`config.mk`:
```
export PLATFORM = sky130hd
export DESIGN_NAME = cds_sqrt
export DESIGN_NICKNAME = d
export VERILOG_FILES = /design/src/rtl/core/cds_pkg.sv /design/src/rtl/core/cds_sqrt.sv
export SDC_FILE = /design/constraint.sdc
export NUM_CORES = 2
export LEC_CHECK = 0
export BUFFER_PORTS_ARGS = -buffer_cell sky130_fd_sc_hd__clkbuf_2
export CORE_ASPECT_RATIO = 0.5
export CORE_UTILIZATION = 49
export DETAILED_ROUTE_END_ITERATION = 8
export PLACE_DENSITY = 0.66
export REMOVE_ABC_BUFFERS = 1
export SYNTH_ARGS = -nofsm -noshare
export SYNTH_HDL_FRONTEND = slang
export SYNTH_SLANG_ARGS = --single-unit
```
`constraint.sdc`:
```
create_clock -name clock -period 12.9 [get_ports clock]
set_clock_uncertainty 0.05 [all_clocks]
set_input_delay 1.29 -clock clock [delete_from_list [all_inputs] [get_ports clock]]
set_output_delay 1.29 -clock clock [all_outputs]
set_load 0.005 [all_outputs]
```
`src/rtl/core/cds_pkg.sv`:
```
// Package for the cone direction sampler: formats, constants and tables.
package cds_pkg;

   localparam int RandBitsDefault    = 32;
   localparam int CordicStepsDefault = 30;
   localparam int TableLen           = 40;

   localparam logic [31:0] CsrResetValue = 32'd9985763;
   localparam logic [31:0] SmaxLimit     = 32'h8000_0000;
   localparam logic signed [33:0] OneQ30    = 34'sd1073741824;
   localparam logic signed [33:0] GainQ30   = 34'sd652032874;

   typedef logic signed [33:0] cordic_word_type;

   // atan(2^-i) in turns, Q0.32
   function automatic logic [31:0] atan_turns(input int idx);
      logic [31:0] tbl [TableLen];
      tbl = '{32'd536870912, 32'd316933406, 32'd167458907, 32'd85004756,
              32'd42667331, 32'd21354465, 32'd10679838, 32'd5340245,
              32'd2670163, 32'd1335087, 32'd667544, 32'd333772, 32'd166886,
              32'd83443, 32'd41722, 32'd20861, 32'd10430, 32'd5215, 32'd2608,
              32'd1304, 32'd652, 32'd326, 32'd163, 32'd81, 32'd41, 32'd20,
              32'd10, 32'd5, 32'd3, 32'd1, 32'd1, 32'd0, 32'd0, 32'd0, 32'd0,
              32'd0, 32'd0, 32'd0, 32'd0, 32'd0};
      return tbl[idx];
   endfunction

   function automatic logic signed [33:0] clamp_q30(input logic signed [33:0] v);
      if (v > OneQ30) return OneQ30;
      if (v < -OneQ30) return -OneQ30;
      return v;
   endfunction

   // Pipeline stage flow control
   typedef struct packed {
      logic valid;
      logic ready;
   } flow_type;

endpackage

```
`src/rtl/core/cds_sqrt.sv`:
```
// Pipelined restoring integer square root, two result bits per stage.
module cds_sqrt
   import cds_pkg::*;
#(
   parameter int OUT_BITS = 32,
   parameter int TAG_BITS = 8
) (
   input  logic                    clock,
   input  logic                    reset,
   input  logic                    advance,
   input  logic                    in_valid,
   input  logic [2*OUT_BITS-1:0]   in_radicand,
   input  logic [TAG_BITS-1:0]     in_tag,
   output logic                    out_valid,
   output logic [OUT_BITS-1:0]     out_root,
   output logic [TAG_BITS-1:0]     out_tag
);
   localparam int Stages = (OUT_BITS + 1) / 2;
   localparam int W      = 2 * OUT_BITS;

   logic [W-1:0]        rem_ff  [Stages+1];
   logic [W-1:0]        num_ff  [Stages+1];
   logic [OUT_BITS-1:0] root_ff [Stages+1];
   logic [TAG_BITS-1:0] tag_ff  [Stages+1];
   logic                vld_ff  [Stages+1];

   always_comb begin
      rem_ff[0]  = '0;
      num_ff[0]  = in_radicand;
      root_ff[0] = '0;
      tag_ff[0]  = in_tag;
      vld_ff[0]  = in_valid;
   end

   for (genvar g = 0; g < Stages; g++) begin : g_stage
      logic [W-1:0]        rem_in, num_in;
      logic [OUT_BITS-1:0] root_in;
      logic [W+1:0]        acc, trial;
      logic [W-1:0]        rem_s, num_s;
      logic [OUT_BITS-1:0] root_s;
      logic [OUT_BITS-1:0] rq;
      logic [W+1:0]        rq_w;
      always_comb begin
         rem_s  = rem_ff[g];
         num_s  = num_ff[g];
         root_s = root_ff[g];
         for (int k = 0; k < 2; k++) begin
            acc   = {rem_s, num_s[W-1 -: 2]};
            rq    = root_s;
            rq_w  = {{(W+2-OUT_BITS){1'b0}}, rq};
            trial = (rq_w << 2) | {{(W+1){1'b0}}, 1'b1};
            num_s = num_s << 2;
            if (acc >= trial) begin
               rem_s  = W'(acc - trial);
               root_s = {root_s[OUT_BITS-2:0], 1'b1};
            end else begin
               rem_s  = W'(acc);
               root_s = {root_s[OUT_BITS-2:0], 1'b0};
            end
         end
         rem_in  = rem_s;
         num_in  = num_s;
         root_in = root_s;
      end
      logic [W-1:0]        rem_r, num_r;
      logic [OUT_BITS-1:0] root_r;
      logic [TAG_BITS-1:0] tag_r;
      logic                vld_r;
      always_ff @(posedge clock) begin
         if (reset) begin
            vld_r <= 1'b0;
         end else if (advance) begin
            vld_r <= vld_ff[g];
         end
         if (advance) begin
            rem_r  <= rem_in;
            num_r  <= num_in;
            root_r <= root_in;
            tag_r  <= tag_ff[g];
         end
      end
      always_comb begin
         rem_ff[g+1]  = rem_r;
         num_ff[g+1]  = num_r;
         root_ff[g+1] = root_r;
         tag_ff[g+1]  = tag_r;
         vld_ff[g+1]  = vld_r;
      end
   end

   assign out_valid = vld_ff[Stages];
   assign out_root  = root_ff[Stages];
   assign out_tag   = tag_ff[Stages];
endmodule

```
==> impl_results.md <==
- Status: finished, final reports clean
- RSZ-0062 raised after global routing: false
- Fin crit share: 0.666
- Critical path class: reg2reg
- Post-Route Utilization: 0.535
- Dpl cells: 15.4k
- Async SR Flop Fraction: 0
- Worst Hold Slack: 0.350 ns
- Critical path's top delay family: simple AND/OR/NAND/NOR gates
- Syn_area_per_cell: 9.82 sq um
- Ranking of synthesized cells by area: edfxtp_1, xnor2_1, ha_1
- Final Hold Viols: 0
- Sequential-to-total area share from yosys stat: 0.449
- Die width: 703 microns
- Area Overhead vs Synth: 8.45%
- Leak: 47.0 nW
- Cell with the most instances after synthesis: edfxtp_1
- CP Capture Type: register
- Startpoint types: register
- Die ar.: 248000 sq um
- Max_slew headroom: 0.171
- FP Rows: 128
- Fmax: 116 MHz
- Synth Cell Area: 120000 sq um
- Starting density of the core: 0.493
- First-pass DRT Iterations: 8
- Via count: 93.9k
- Most instantiated cells after synthesis: edfxtp_1, nor2_1, nand2_1, xnor2_1, a21oi_1
- Final setup fails: 0
- Post-synthesis cell type count: 108
- Initial DRC count: 6328
- Combinational power share: 0.415
- Pwr/cell area: 179 nW/um^2
- Final min period: 8.59 ns
- Worst path bufs/invs: 3
- MaxCap Viol Count: 0
- Maximum fanout along the worst path: 48
- Fin nets: 12.9k
- Sw frac: 0.387
- Synthesis-stage register bit count: 1803
- Hold_buf cts: 0
- Slew Viols, Final: 0
- First-pass GRT wire length: 533 mm
- Clock transition at path regs: 0.07 ns
- Int Power: 14.3 mW
- Total chip power: 23.4 mW
- Clock latency on the worst-skew pair: 0.88 ns
- Drt wl/cell: 22.6 microns
- Root Driver: clkbuf_16
- Post-DRT Antenna Nets: 0
- Switch Pwr: 9.05 mW
- Worst Tran Pin Value: 1.23 ns
- Worst EP required: 13.43 ns
- # port buffers: 116
- I/O Pins: 117
- Syn. warnings: 0
- Layout cell share with drive strength beyond 1: 0.0648
- TNS Setup: 0 ns
- GRT overflow: 0
- Post-DR vias/cell: 5.98
- Dpl hpwl: 282 mm
- H-tree Lvls: 4
- Sequential power share: 0.357
- Pin count of the biggest net entering global routing: 184
- TritonCTS buffer count: 183
- Clock Path Buffers: 4
- Synth Instances: 12.3k
- Worst Hold Class: reg2reg
- Total Wirelength: 355 mm
- Number of setup buffers added after CTS: 0
- CTS resizes: 0
- Slowest-stage cell, CP: nor4b_2
- GRT Util Overall: 0.276
- Area fraction of the dominant cell type after synthesis: 0.446
- RePlAce Congestion: 1.02
- Antenna violations before repair: 4
- Finished Layout Cells: 15.7k
- Clock Sinks: 1803
- Arr. time, crit path: 9.12 ns
- Worst vdd ir: 0.148 mV
- Die Y: 352 microns
- Vias in the first global route: 91.9k
- Area leader, netlist: edfxtp_1
- Core box area: 244000 sq um
- Clock power share: 0.228
- CTS tree: yes
- EDFF count, synth: 1787
- Top_reg_cell synth: edfxtp_1
- Drt drc: 0
- Max incr delay on CP: 1.04 ns
-- final cells by class --
type | instances | area (sq um)
diodes | 3 | 7.51
inverters | 527 | 1980
clock buffers | 220 | 4770
fillers | 21839 | 113000
repair buffers | 254 | 1670
multi-input cells | 9538 | 62900
clock inverters | 106 | 1050
flip-flops and latches | 1803 | 54000
well taps | 3250 | 4070
-- power by group through the flow --
stage | clock [mW] | sequential, mW | combinational (mW)
final | 5.33 | 8.35 | 9.70
after global routing | 5.67 | 8.42 | 10.6
after CTS | 5.46 | 8.33 | 9.59
after detailed placement | 0 | 8.45 | 9.53
after global placement | 0 | 8.45 | 9.51
after floorplan | 0 | 8.11 | 7.06
-- metrics by stage --
step	instance area, sq um	setup WS [ns]
after detailed placement	125000	4.42
after CTS	130000	4.41
after global routing	130000	3.85
final	130000	4.31
after floorplan	119000	3.48
after global placement	125000	4.48
-- final timing paths --
kind	slack [ns]	depth (start not counted)	end	startpoint
setup reg to reg	4.31	27	g_stage[12].rem_r[55]$_DFFE_PP_	g_stage[11].rem_r[18]$_DFFE_PP_
hold / removal	0.35	0	g_stage[8].num_r[51]$_DFFE_PP_	g_stage[7].num_r[47]$_DFFE_PP_
hold reg to reg	0.35	0	g_stage[8].num_r[51]$_DFFE_PP_	g_stage[7].num_r[47]$_DFFE_PP_
setup / recovery	4.31	27	g_stage[12].rem_r[55]$_DFFE_PP_	g_stage[11].rem_r[18]$_DFFE_PP_
-- worst register-to-register path, delay by kind of cell, from the launching register on --
kind | cells | cell delay [ns]
simple gates | 11 | 3.74
compound gates | 10 | 2.01
buf+inv | 3 | 1.09
fa+ha+maj | 2 | 0.80
flops | 1 | 0.47
xor+xnor | 1 | 0.15
-- per-layer routing --
metal | vias to the layer above | share of wire | global-route usage
met4 | 4 | 0.083 | 0.195
met5 | - | 0.000076 | 0
met3 | 953 | 0.036 | 0.0312
li1 | 45854 | - | -
met2 | 2544 | 0.51 | 0.514
met1 | 44521 | 0.37 | 0.290
-- placed cells by master (no fill, tap or decap), types with 46 or more instances in the layout --
master     synthesis  final
edfxtp_1        1787   1787
nor2_1          1127   1127
nand2_1          967    966
xnor2_1          896    896
a21oi_1          752    751
xor2_1           587    587
ha_1             558    558
inv_1            517    517
nor3_1           471    470
o21ai_0          450    450
nand3_1          384    382
nor4_1           341    339
a21o_1           308    308
nand4_1          305    305
or3_1            207    206
clkbuf_16          0    185
or4_1            140    140
buf_4              2    135
and3_1           127    127
nand2b_1         126    125
nor2b_1          117    117
clkbuf_2           0    115
or2_2            114    114
and2_1           107    107
o21a_1           107    107
o31ai_1          103    103
a31oi_1           99     99
mux2_2            81     81
o211ai_1          75     75
o21bai_1          71     71
a211oi_1          68     68
nand3b_1          55     55
and4_1            53     53
nor3b_1           50     50
nand4b_1          47     47
mux2i_1           47     47
o31a_1            46     46
-- logic make-up after synthesis --
family | synth area share
fa+ha+maj | 0.0580
compound gates | 0.134
flops | 0.449
xor+xnor | 0.108
buf+inv | 0.0288
other cells | 0.0000312
simple gates | 0.211
mux | 0.0115
-- registers in the layout, summed over array words and instances, names as in the netlist --
name            cells
g_stage.vld_r      15
out_tag             8
g_stage.rem_r     907
out_root           32
g_stage.tag_r     120
g_stage.root_r    240
out_valid           1
g_stage.num_r     480
No activity file was read; power rests on OpenSTA's default activity.
